[src/hdl/lkvc_pkg.sv]
// Shared types and codes for the LRU key-value cache.
package lkvc_pkg;

  // Request operation codes.
  localparam logic CMD_GET = 1'b0;
  localparam logic CMD_SET = 1'b1;

  // Width of the capacity register.
  localparam int CAP_W = 5;

  typedef enum logic [3:0] {
    ST_IDLE   = 4'b0001,
    ST_SCAN   = 4'b0010,
    ST_DECIDE = 4'b0100,
    ST_UPDATE = 4'b1000
  } state_t;

endpackage

[src/hdl/lru_key_value_cache.sv]
// Fully associative key-value cache with least-recently-used replacement.
// A get result strobes on done, registered from the decide step that follows the scan
// pass over the entries in use; on an empty cache the scan pass is skipped.
// A new request is taken only in idle: a get miss returns there from the decide step,
// a get hit or a set from the rank rewrite pass after it (skipped on an empty cache).
// Reset (rst, synchronous): empties the cache, capacity 16; the receiver cannot stall.
module lru_key_value_cache
  import lkvc_pkg::*;
#(
  parameter int MAX_ENTRIES = 16,
  parameter int KEY_WIDTH   = 32,
  parameter int DATA_WIDTH  = 32
) (
  input  logic                  clk,
  input  logic                  rst,
  // configuration
  input  logic                  cfg_we,
  input  logic [CAP_W-1:0]      cfg_data,
  // request side
  input  logic                  start,
  output logic                  busy,
  input  logic                  cmd,
  input  logic [KEY_WIDTH-1:0]  lookup_key,
  input  logic [DATA_WIDTH-1:0] write_data,
  // result side
  output logic                  done,
  output logic                  hit,
  output logic [DATA_WIDTH-1:0] read_data
);

  localparam int IDX_W  = (MAX_ENTRIES > 1) ? $clog2(MAX_ENTRIES) : 1;
  localparam int FILL_W = $clog2(MAX_ENTRIES + 1);
  localparam int CMP_W  = (FILL_W > CAP_W) ? FILL_W : CAP_W;
  localparam int KD_W   = KEY_WIDTH + DATA_WIDTH;

  // Entry storage: key and value share one word per slot; the recency rank
  // lives in a second memory so it can be rewritten on its own.
  // Slots 0..fill-1 are the valid ones, since slots fill in order and are
  // never freed; that replaces a per-entry valid bit.
  logic [KD_W-1:0]       kd_mem   [MAX_ENTRIES];
  logic [IDX_W-1:0]      rank_mem [MAX_ENTRIES];

  state_t state;

  logic [CAP_W-1:0]      cap;
  logic [FILL_W-1:0]     fill;

  // Latched request
  logic                  cmd_q;
  logic [KEY_WIDTH-1:0]  key_q;
  logic [DATA_WIDTH-1:0] wdata_q;
  logic [FILL_W-1:0]     scan_n;    // entries in use when the request arrived

  // Pass control: cnt issues reads, pidx/pv tag the data coming back.
  logic [FILL_W-1:0]     cnt;
  logic [IDX_W-1:0]      pidx;
  logic                  pv;

  // Memory read port
  logic                  rd_en;
  logic [IDX_W-1:0]      rd_addr;
  logic [KD_W-1:0]       kd_rd;
  logic [KEY_WIDTH-1:0]  key_rd;
  logic [DATA_WIDTH-1:0] data_rd;
  logic [IDX_W-1:0]      rank_rd;

  // Scan results
  logic                  found;
  logic [IDX_W-1:0]      match_idx;
  logic [IDX_W-1:0]      match_rank;
  logic [DATA_WIDTH-1:0] match_data;
  logic [IDX_W-1:0]      old_idx;
  logic [IDX_W-1:0]      old_rank;

  // Rank rewrite controls for the update pass
  logic [IDX_W-1:0]      tgt;
  logic [IDX_W-1:0]      touch_rank;
  logic                  age_all;

  // Write ports
  logic                  kd_we;
  logic [IDX_W-1:0]      kd_waddr;
  logic                  rank_we;
  logic [IDX_W-1:0]      rank_waddr;
  logic [IDX_W-1:0]      rank_wdata;

  // Decision made once the scan is over
  logic [CMP_W-1:0]      cap_ext;
  logic [CMP_W-1:0]      eff_cap;
  logic                  evict;
  logic [IDX_W-1:0]      dec_tgt;
  logic [IDX_W-1:0]      dec_rank;
  logic                  dec_age_all;
  logic                  dec_update;

  logic                  accept;
  logic                  last_back;
  logic [IDX_W-1:0]      new_rank;

  assign accept    = start && !busy;
  assign busy      = (state != ST_IDLE);
  assign last_back = pv && (FILL_W'(pidx) == (scan_n - 1'b1));

  assign key_rd  = kd_rd[KD_W-1:DATA_WIDTH];
  assign data_rd = kd_rd[DATA_WIDTH-1:0];

  // Clamp capacity into 1..MAX_ENTRIES.
  always_comb begin
    cap_ext = CMP_W'(cap);
    if (cap == '0) begin
      eff_cap = CMP_W'(1);
    end else if (cap_ext > CMP_W'(MAX_ENTRIES)) begin
      eff_cap = CMP_W'(MAX_ENTRIES);
    end else begin
      eff_cap = cap_ext;
    end
  end

  assign evict = (CMP_W'(fill) >= eff_cap) && (fill != '0);

  // Pick the slot to promote and how the other ranks move.
  always_comb begin
    if (found) begin
      dec_tgt     = match_idx;
      dec_rank    = match_rank;
      dec_age_all = 1'b0;
    end else if (evict) begin
      dec_tgt     = old_idx;
      dec_rank    = old_rank;
      dec_age_all = 1'b0;
    end else begin
      // Fresh slot lies past every valid one: age them all.
      dec_tgt     = fill[IDX_W-1:0];
      dec_rank    = '0;
      dec_age_all = 1'b1;
    end
    dec_update = found || (cmd_q == CMD_SET);
  end

  // Rank of the entry coming back during the update pass.
  always_comb begin
    if ((pidx == tgt) && !age_all) begin
      new_rank = '0;
    end else if (age_all || (rank_rd < touch_rank)) begin
      new_rank = rank_rd + 1'b1;
    end else begin
      new_rank = rank_rd;
    end
  end

  // Read issue: one entry per cycle while the pass still has entries left.
  assign rd_en   = ((state == ST_SCAN) || (state == ST_UPDATE)) && (cnt < scan_n);
  assign rd_addr = cnt[IDX_W-1:0];

  // Write port selection. On a set that hits, the stored key equals key_q,
  // so key and value are written together in every set.
  always_comb begin
    kd_we      = 1'b0;
    kd_waddr   = dec_tgt;
    rank_we    = 1'b0;
    rank_waddr = pidx;
    rank_wdata = new_rank;
    if ((state == ST_DECIDE) && (cmd_q == CMD_SET)) begin
      kd_we = 1'b1;
      if (!found && !evict) begin
        // New slot starts as the most recent one.
        rank_we    = 1'b1;
        rank_waddr = dec_tgt;
        rank_wdata = '0;
      end
    end else if ((state == ST_UPDATE) && pv) begin
      rank_we = 1'b1;
    end
  end

  always_ff @(posedge clk) begin
    if (rd_en) begin
      kd_rd   <= kd_mem[rd_addr];
      rank_rd <= rank_mem[rd_addr];
    end
  end

  always_ff @(posedge clk) begin
    if (kd_we) begin
      kd_mem[kd_waddr] <= {key_q, wdata_q};
    end
    if (rank_we) begin
      rank_mem[rank_waddr] <= rank_wdata;
    end
  end

  // Capacity register
  always_ff @(posedge clk) begin
    if (rst) begin
      cap <= CAP_W'(16);
    end else if (cfg_we) begin
      cap <= cfg_data;
    end
  end

  // Sequencer
  always_ff @(posedge clk) begin
    if (rst) begin
      state <= ST_IDLE;
      fill  <= '0;
      done  <= 1'b0;
      pv    <= 1'b0;
      cnt   <= '0;
      found <= 1'b0;
    end else begin
      // Strobe the result in the cycle after the decision step of a get.
      done <= (state == ST_DECIDE) && (cmd_q == CMD_GET);
      pv   <= rd_en;
      if (rd_en) begin
        cnt <= cnt + 1'b1;
      end
      case (state)
        ST_IDLE: begin
          if (accept) begin
            cnt   <= '0;
            found <= 1'b0;
            if (fill == '0) begin
              state <= ST_DECIDE;
            end else begin
              state <= ST_SCAN;
            end
          end
        end
        ST_SCAN: begin
          // Compare each returning key; track the oldest valid entry.
          if (pv && (key_rd == key_q) && !found) begin
            found <= 1'b1;
          end
          if (last_back) begin
            state <= ST_DECIDE;
          end
        end
        ST_DECIDE: begin
          if ((cmd_q == CMD_SET) && !found && !evict) begin
            fill <= fill + 1'b1;
          end
          cnt <= '0;
          if (dec_update && (scan_n != '0)) begin
            state <= ST_UPDATE;
          end else begin
            state <= ST_IDLE;
          end
        end
        ST_UPDATE: begin
          if (last_back) begin
            state <= ST_IDLE;
          end
        end
        default: begin
          state <= ST_IDLE;
        end
      endcase
    end
  end

  // Payload registers
  always_ff @(posedge clk) begin
    if (accept) begin
      cmd_q   <= cmd;
      key_q   <= lookup_key;
      wdata_q <= write_data;
      scan_n  <= fill;
    end
    if (rd_en) begin
      pidx <= rd_addr;
    end
    if ((state == ST_SCAN) && pv) begin
      if ((key_rd == key_q) && !found) begin
        match_idx  <= pidx;
        match_rank <= rank_rd;
        match_data <= data_rd;
      end
      if ((pidx == '0) || (rank_rd > old_rank)) begin
        old_idx  <= pidx;
        old_rank <= rank_rd;
      end
    end
    if (state == ST_DECIDE) begin
      tgt        <= dec_tgt;
      touch_rank <= dec_rank;
      age_all    <= dec_age_all;
      hit        <= found;
      read_data  <= found ? match_data : '0;
    end
  end

  // A result only follows the decision step of a get.
  assert property (@(posedge clk) disable iff (rst)
    done |-> ($past(state) == ST_DECIDE) && ($past(cmd_q) == CMD_GET))
    else $error("result strobe without a get decision");

  // Entry count stays within the storage.
  assert property (@(posedge clk) disable iff (rst)
    CMP_W'(fill) <= CMP_W'(MAX_ENTRIES))
    else $error("fill count beyond storage depth");

  // A get never changes the entry count.
  assert property (@(posedge clk) disable iff (rst)
    (state == ST_DECIDE) && (cmd_q == CMD_GET) |=> fill == $past(fill))
    else $error("get request changed the fill count");

endmodule
[config.mk]
export PLATFORM = sky130hd
export DESIGN_NAME = lru_key_value_cache
export DESIGN_NICKNAME = d
export VERILOG_FILES = /design/src/hdl/lkvc_pkg.sv /design/src/hdl/lru_key_value_cache.sv
export SDC_FILE = /design/constraint.sdc
export NUM_CORES = 1
export LEC_CHECK = 0
export ABC_AREA = 0
export BUFFER_PORTS_ARGS = -buffer_cell sky130_fd_sc_hd__buf_2
export CORE_UTILIZATION = 55
export DETAILED_ROUTE_END_ITERATION = 10
export PLACE_DENSITY = 0.81
export REMOVE_ABC_BUFFERS = 1
export SLEW_MARGIN = 10
export SYNTH_ARGS = -nofsm -noshare
export SYNTH_HDL_FRONTEND = slang
export SYNTH_SLANG_ARGS = --single-unit
[constraint.sdc]
create_clock -name clk -period 7.6 [get_ports clk]
set_input_delay 0.76 -clock clk [delete_from_list [all_inputs] [get_ports clk]]
set_output_delay 0.76 -clock clk [all_outputs]
set_load 0.02 [all_outputs]
Word-level counts from Yosys, hierarchy flattened --
Memory sizes are Yosys's and may differ from the RTL's. A register that Yosys moved wholly into a read port is not among the register bits. Cells that the tools add are included.
Cells by class: add/sub/neg operators 4, $lt $le $gt $ge 5, eq/ne operators 12, multiplexer cells 33, bitwise gates (word level) 1, reduce and logical (&&, ||, !) cells 35
Operators by type and width (number):
- $mux W4 | 14
- $eq A32 B32 Y1 | 1
- $mux W5 | 4
- $logic_and A1 B1 Y1 | 16
- $pmux W4 S4 | 1
- $mux W1 | 11
- $add A5 B1 Y5 const B | 2
- $logic_not A5 Y1 | 2
- $pmux W5 S2 | 1
- $reduce_bool A5 Y1 | 2
- $ne A2 B2 Y1 const B | 4
- $reduce_and A2 Y1 | 3
- $reduce_and A3 Y1 | 2
- $eq A4 B5 Y1 | 1
- $ge A5 B5 Y1 | 1
- $gt A5 B5 Y1 const B | 1
- $lt A5 B5 Y1 | 1
- $sub A5 B1 Y5 const B | 1
- $add A4 B1 Y4 const B | 1
- $eq A4 B1 Y1 const B | 1
- $eq A4 B2 Y1 const B | 1
- $eq A4 B3 Y1 const B | 1
- $eq A4 B4 Y1 | 1
- $eq A4 B4 Y1 const B | 1
- other kinds (10) | 16
Storage, ports and cells: register bits after elaboration 186, memory bits (writable) 1088, bits of input ports 74, output and inout bits 35, memories kept 2
Memory list:
- kd_mem | words 16, width 64, rd ports 1, clocked after Yosys merged registers in 1, wr ports 1, RTL line lru_key_value_cache.sv:40 | logic [KD_W-1:0] kd_mem [MAX_ENTRIES];
- rank_mem | words 16, width 4, rd ports 1, clocked after Yosys merged registers in 1, wr ports 1, RTL line lru_key_value_cache.sv:41 | logic [IDX_W-1:0] rank_mem [MAX_ENTRIES];

Depth between registers and ports, before layout --
Gate-level depths: netlist of run 1.
depth after elaboration 11, gate-level depth with buffers 11

Least setup slack after synthesis of run 1 --
Ideal clock, no wire load.
path kind reg2reg, start point register state[3], end point memory kd_mem[10][0] (netlist bit) (enable), library setup time 0.487 ns, arrival time 6.682 ns, data required time 7.113 ns, slack 0.431 ns, cell stages (with the launch flop) 7, path buffers 1, clock period less this slack 7.169 ns, path through dfxtp_1 -> clkbuf_1 -> nor4b_2 -> nand2_1 -> a221oi_1 -> o311ai_0 -> nor2_1
Between the ends: longest elaborated chain between the ends 5
Ends and longest elaborated chain:
- start: declaration | RTL line lru_key_value_cache.sv:43 | state_t state;
- start signal: assignment | RTL line lru_key_value_cache.sv:204 | state <= ST_IDLE;
- start signal: assignment | RTL line lru_key_value_cache.sv:223 | state <= ST_DECIDE;
- start signal: assignment | RTL line lru_key_value_cache.sv:225 | state <= ST_SCAN;
- $eq A4 B3 Y1 | RTL line lru_key_value_cache.sv:163 | if ((state == ST_DECIDE) && (cmd_q == CMD_SET)) begin
- $logic_and A1 B1 Y1 | RTL line lru_key_value_cache.sv:163
- $mux W1 | RTL line lru_key_value_cache.sv:163
- $mux W1 | RTL line lru_key_value_cache.sv:184 | if (kd_we) begin
- $mux W1 (not written as such) | RTL line lru_key_value_cache.sv:185 | kd_mem[kd_waddr] <= {key_q, wdata_q};
- end: declaration | RTL line lru_key_value_cache.sv:40
Every way passes these cells.

Worst setup path after layout of run 1 --
start point register fill[0], end point memory kd_mem[7][55] (netlist bit) (enable)
Between the ends: longest elaborated chain between the ends 4, elaborated cells between the ends (all ways) 5, classes of those cells order compare: 1; mux: 2; reduce/logical: 2
Ends and longest elaborated chain:
- start: declaration | RTL line lru_key_value_cache.sv:46 | logic [FILL_W-1:0] fill;
- start signal: assignment | RTL line lru_key_value_cache.sv:240 | fill <= fill + 1'b1;
- $ge A5 B5 Y1 or $reduce_bool A5 Y1 (tied branches) | RTL line lru_key_value_cache.sv:119 | assign evict = (CMP_W'(fill) >= eff_cap) && (fill != '0);
- $logic_and A1 B1 Y1 | RTL line lru_key_value_cache.sv:119
- $mux W4 * | RTL line lru_key_value_cache.sv:127 | end else if (evict) begin
- $mux W4 * | RTL line lru_key_value_cache.sv:123 | if (found) begin
- named net dec_tgt[0] | RTL line lru_key_value_cache.sv:91 | logic [IDX_W-1:0] dec_tgt;
The timed path passes the listed nets; every way through them passes the cells marked *.

==> flow_summary.ini, run 1 <==
[status]
status = completed

[grt]
grt_pass1_vias = 24600
grt_pass1_wl_um = 167000
grt_max_degree = 172
overflow = 0
grt_usage = 0.251
antenna_found_initial = 1

[cts]
cts_buffer_depth = 3
clk_pin_slew_ps = 60
ctsResizeCount = 0
cts_buffers = 131
clock-sinks = 1342
cts-htree-levels = 4
cts_hold_buf = 0
cts_tree = built
clk-insertion-delay-late_ps = 740
cts_root_buf = clkbuf_16
post_cts_buffers = 0

[route]
route.antenna.remaining_nets = 0
drt-pass1-iter-count = 5
drt_iter0_markers = 2798
via_per_inst = 6.53
drc = 0
drt-total-wl_um = 114000
vias = 23400
wl_per_cell_um = 31.8

[timing]
fmax_ghz = 0.196
drv_slew = 0
rsz0062_at_grt = false
final.period_utilization = 0.671
skew_ps = 37.0
slew_headroom = 0.144
tightest_slew_ps = 1280
finalSetupViolCount = 0
finalHoldViolations = 0
setup_tns_ps = 0
period_needed_ps = 5100

[pwr]
vdd_drop_max_mv = 0.222
p_leak_uw = 0.0172
power_frac_clock = 0.410
net-switching-power_uw = 3170
p_sw_frac = 0.210
powerDensity_nw_per_um2 = 266
internal_power_uw = 11900
p_seq_frac = 0.571
comb_power_share = 0.019
power.total_uw = 15100

[yosys]
synth_cell_type_count = 60
syn_area_um2 = 50400
yosysWarnings = 0
synthArstFlopShare = 0
postSynthCellCount = 2131
synth_ff_type = edfxtp_1
postSynthAreaPerCell_um2 = 23.7
synth.yosys.seq_area_share = 0.795
ys_ff_latch = 1342
synth-edff-count = 1320

[worst_setup_path]
r2r_start = fill[0]
crit_chain = inv_1, ha_1, nor2b_1, o21ai_0, a22o_1, a221o_1, nand3_1, nor2_4, buf_4
worstSetupEndpointType = flip-flop
path_class = reg -> reg
worst-path-max-fanout = 42
reg2reg_slack_ps = 2500
cp_data_arrival_time_ps = 5430
crit_path_top_delay_cell = nor2_4
critical-path-max-stage-delay_ps = 1040
endpoint = kd_mem[7][55]
r2r-end = kd_mem[7][55]
critPathLaunchType = flip-flop
r2r_cells = 9
crit_path_start = fill[0]
critPathRequiredTime_ps = 7940

[placement]
io_buffers = 108
routabilityCongestion = 0.865
dp_hpwl_um = 56900

[job]
max_cap_viol_count = 0

[min_path]
hold_class = in -> reg
whs_path_depth = 1

[finish]
layout.nets = 2409
num_antenna_cells = 0
syn_to_final_growth_pct = 12.1
post-route-util = 0.625
fillers = 5506
drive_above_1_share = 0.289

[die]
die_w_um = 305
core_um2 = 90400
io_pins = 109
num_rows = 110
initial_core_util = 0.558
die_h_um = 305
die_area_um2 = 92900
state kept, by name, summed over array words and instances, names as in the netlist, 5 cells and up:
name	count
read_data	32
match_data	32
scan_n	5
rank_mem	64
key_q	32
kd_mem	1024
fill	5
kd_rd	64
wdata_q	32
cnt	5
cap	5
worst min-delay path by stage:
stage | from | slack [ps] | to
finish | write_data[14] | 190 | wdata_q[14]
floorplan | kd_rd[0] | 400 | match_data[0]
CTS | write_data[6] | 150 | wdata_q[6]
global route | write_data[24] | 160 | wdata_q[24]
detailed placement | kd_rd[8] | 400 | match_data[8]
global placement | kd_rd[0] | 400 | match_data[0]
power groups by stage:
stage / Sequential [µW] / Combinational [µW] / Clock [µW]
2_1_floorplan: 8680 / 151 / 0
3_3_place_gp: 8720 / 275 / 0
3_5_place_dp: 8750 / 282 / 0
4_1_cts: 8600 / 286 / 6230
5_1_grt: 8620 / 302 / 6480
6_report: 8600 / 284 / 6170
final cells by class:
type	instances	area, µm²	share of cell area
flip-flops and latches	1342	40100	0.709
well taps	1176	1470	0.0260
clock buffers	157	3440	0.0609
repair buffers	143	828	0.0147
inverters	25	96.3	0.00170
clock inverters	77	589	0.0104
multi-input cells	671	10000	0.177
metrics by stage:
stage / hold WS, ps / setup slack (ps) / std cells / instance area (µm²)
after floorplan: 400 / -5830 / 2038 / 50000
after global placement: 401 / 2930 / 3357 / 52500
after detailed placement: 405 / 2800 / 3357 / 52500
after CTS: 155 / 2640 / 3591 / 56500
after global routing: 164 / 2350 / 3591 / 56500
final: 194 / 2500 / 3591 / 56500
worst max-delay path, delay by kind of cell (launching register included):
| family | cells | cell delay, ps |
|---|---|---|
| AND/OR/NAND/NOR | 3 | 1560 |
| adder cells (fa/ha/maj) | 1 | 250 |
| flip-flops | 1 | 430 |
| AO/OA/AOI/OAI | 3 | 1420 |
| buffers and inverters | 2 | 1020 |
synthesized netlist by cell type, drive strengths merged, types with 2 or more instances:
| cell type | n | area, µm² |
|---|---|---|
| ha | 21 | 263 |
| a32oi | 2 | 17.5 |
| or3 | 3 | 23.8 |
| a211oi | 2 | 15.0 |
| nor4 | 4 | 25.0 |
| nand2b | 4 | 25.0 |
| a2111oi | 2 | 23.8 |
| xor2 | 4 | 35.0 |
| clkbuf | 63 | 236 |
| a211o | 2 | 17.5 |
| nand4 | 8 | 50.1 |
| a21o | 3 | 22.5 |
| o211ai | 2 | 15.0 |
| o31ai | 2 | 15.0 |
| and3 | 2 | 12.5 |
| mux2i | 9 | 90.1 |
| nand2 | 26 | 97.6 |
| a221oi | 2 | 23.8 |
| xnor2 | 47 | 412 |
| buf | 30 | 161 |
| and2 | 35 | 219 |
| nor4b | 5 | 65.1 |
| nor2 | 70 | 265 |
| nand3b | 2 | 15.0 |
| inv | 25 | 93.8 |
| edfxtp | 1320 | 39600 |
| a21boi | 2 | 15.0 |
| a31oi | 6 | 37.5 |
| dfxtp | 22 | 440 |
| a21oi | 16 | 80.1 |
| nor2b | 3 | 18.8 |
| o32a | 2 | 20.0 |
| o21ai | 11 | 55.1 |
| nor3 | 9 | 45.0 |
| nand3 | 9 | 45.0 |
| mux4 | 340 | 7660 |
cells by family (layout without fill, tap and decap cells):
logic type | Yosys count | after routing | synth area share
flip-flops | 1342 | 1342 | 0.795
multiplexers | 350 | 350 | 0.154
AND/OR/NAND/NOR | 184 | 184 | 0.0186
buffers and inverters | 118 | 402 | 0.00975
AO/OA/AOI/OAI | 65 | 65 | 0.00906
XOR/XNOR | 51 | 51 | 0.00886
adder cells (fa/ha/maj) | 21 | 21 | 0.00521
metal layers:
layer  track usage  part of all wire  vias to the layer above  routed length [µm]
met5             0          0.000061                        -                   7
met3        0.0429             0.081                      250                9240
met4        0.0943             0.034                        2                3880
met2         0.436              0.53                     1419               60700
li1              -                 -                     9372                   -
met1         0.319              0.35                    12400               40500
cell usage in the layout, fill, tap and decap left out, types with 23 or more instances in the layout:
master / count
and2_1: 34
buf_2: 108
buf_4: 33
clkbuf_1: 23
clkbuf_16: 134
clkinv_1: 28
edfxtp_1: 1320
inv_1: 24
mux4_2: 340
nand2_1: 26
nor2_1: 53
xnor2_1: 47
(Power assumes the default switching activity.)
==> run 2: changes to the inputs <==
- PLACE_DENSITY: 0.81 -> 0.78
- clock period: 7.6 -> 5.21 ns (I/O delays scaled with it)
==> run 2 against run 1 <==
Utilization increased by 0.94 points. Critical path depth stayed put. Total power is 46% higher. Sequential cell count is the same. Hold slack got worse by 150 ps. Clock-buffer cell count up 9. Combinational power is 63% higher. Global-route usage down 0.46 points. Highest routed layer is now met4.
==> flow_summary.ini, run 2 (synthesis gave the netlist of run 1 again) <==
[finish]
multi_input_area_um2 = 10000
seq_area_um2 = 40100
largest_reg_flops = 1024
post-route-util = 0.634
drive_above_1_share = 0.278
fin_area_um2 = 57400
top_regs = kd_mem: 1024 flops, kd_rd: 64 flops, rank_mem: 64 flops
layout.nets = 2476
final_cell_mix = 1320 x edfxtp_1, 340 x mux4_2, 133 x clkbuf_16, 108 x buf_2, 60 x dlygate4sd3_1
syn_to_final_growth_pct = 13.7
final_common_cell = edfxtp_1
finalNonFillerCells = 3651
top_register = kd_mem
fillers = 5555

[timing]
setup_tns_ps = 0
hold_ws_ps = 39.4
drv_slew = 0
period_needed_ps = 4330
finalSetupViolCount = 0
tightest_slew_ps = 1080
finalHoldViolations = 0
slew_headroom = 0.277
fmax_ghz = 0.231
rsz0062_at_grt = false
skew_ps = 34.2
final.period_utilization = 0.831

[cts]
clk-insertion-delay-late_ps = 740
post_cts_buffers = 0
cts_buffer_depth = 3
cts_tree = built
cts_root_buf = clkbuf_16
clk_pin_slew_ps = 60
cts_buffers = 131
clock-sinks = 1342
cts-htree-levels = 4

[grt]
grt_max_degree = 139
overflow = 0
met1_usage = 0.324
grt_pass1_vias = 24500
grt_pass1_wl_um = 165000
grt_usage = 0.246
met2_usage = 0.416
grt-busiest-layer = met2
grt_util_met3 = 0.0465
antenna_found_initial = 0

[route]
drt_iter0_markers = 2826
vias = 23300
drc = 0
wl_per_cell_um = 30.6
via_per_inst = 6.37
route.antenna.remaining_nets = 0
drt-total-wl_um = 112000
drt-pass1-iter-count = 7

[worst_setup_path]
critical-path-max-stage-delay_ps = 820
critPathLaunchType = flip-flop
worst-path-max-fanout = 20
crit_chain = inv_1, ha_1, nor2b_1, o21ai_0, a31o_2, mux2i_1, a31oi_1, nor2_4, buf_4
cp_data_arrival_time_ps = 4730
cpLargestDelayFamily = compound AO/OA/AOI/OAI gates
path_class = reg -> reg
critPathRequiredTime_ps = 5610
worst-path-buf-inv = 2
crit_path_top_delay_cell = nor2_4
worstSetupEndpointType = flip-flop

[pwr]
powerDensity_nw_per_um2 = 382
p_sw_frac = 0.209
internal_power_uw = 17300
p_seq_frac = 0.573
power_frac_clock = 0.406
net-switching-power_uw = 4570
vdd_drop_max_mv = 0.341
comb_power_share = 0.021
p_leak_uw = 0.0175

[placement]
routabilityCongestion = 0.814
postPlaceCellArea_um2 = 52800
dp.cells = 3364
dp_hpwl_um = 55000
io_buffers = 108

[die]
core_um2 = 90400
die_h_um = 305
die_w_um = 305
io_pins = 109
die_area_um2 = 92900
initial_core_util = 0.558
num_rows = 110

[job]
max_cap_viol_count = 0

[status]
status = completed

[min_path]
hold_class = in -> reg
run 2: per-stage QoR:
| stage | power (µW) | setup WS (ps) |
|---|---|---|
| finish | 21900 | 882 |
| global route | 22500 | 640 |
| CTS | 22000 | 977 |
| detailed placement | 13200 | 978 |
| global placement | 13100 | 1220 |
| floorplan | 12900 | -8220 |
run 2: routing by layer:
| layer | vias to the layer above | routed length [µm] |
|---|---|---|
| met5 | - | 0 |
| met4 | 0 | 3670 |
| met3 | 247 | 9290 |
| met2 | 1276 | 57400 |
| met1 | 12300 | 41300 |
| li1 | 9486 | - |
run 2: area by class of cell:
type / count / share of cell area
Tap cell: 1176 / 0.0256
Antenna cell: 1 / 0.0000436
Inverter: 25 / 0.00168
Multi-Input combinational cell: 671 / 0.174
Clock inverter: 60 / 0.00859
Clock buffer: 166 / 0.0602
Timing Repair Buffer: 210 / 0.0306
Sequential cell: 1342 / 0.699
run 2: worst reg2reg max path, stage by stage (launching register included):
cell and delay (ps):
dfxtp_1 450, inv_1 190, ha_1 240, nor2b_1 120
o21ai_0 540, a31o_2 350, mux2i_1 450, a31oi_1 440
nor2_4 820, buf_4 410
run 2: worst paths after layout:
path              slack (ps)  depth (start not counted)        endpoint            from
setup / recovery         880                          9   kd_mem[8][52]         fill[0]
hold / removal            40                          1       key_q[23]  lookup_key[23]
setup reg to reg         880                          9   kd_mem[8][52]         fill[0]
hold reg to reg          420                          0  match_data[26]       kd_rd[26]
run 2: repair_timing:
action | 4_1_cts | 5_1_grt
resized for setup | 0 | 0
hold buffers | 60 | 0
endpoints found under the hold margin | 60 | 0
setup endpoints to repair | 0 | 0
run 2: power by group through the flow:
| stage | registers, µW | clock network, µW | logic (µW) |
|---|---|---|---|
| 3_5_place_dp | 12800 | 0 | 425 |
| 5_1_grt | 12600 | 9390 | 494 |
| 3_3_place_gp | 12700 | 0 | 410 |
| 4_1_cts | 12500 | 9020 | 467 |
| 6_report | 12500 | 8900 | 464 |
| 2_1_floorplan | 12700 | 0 | 220 |
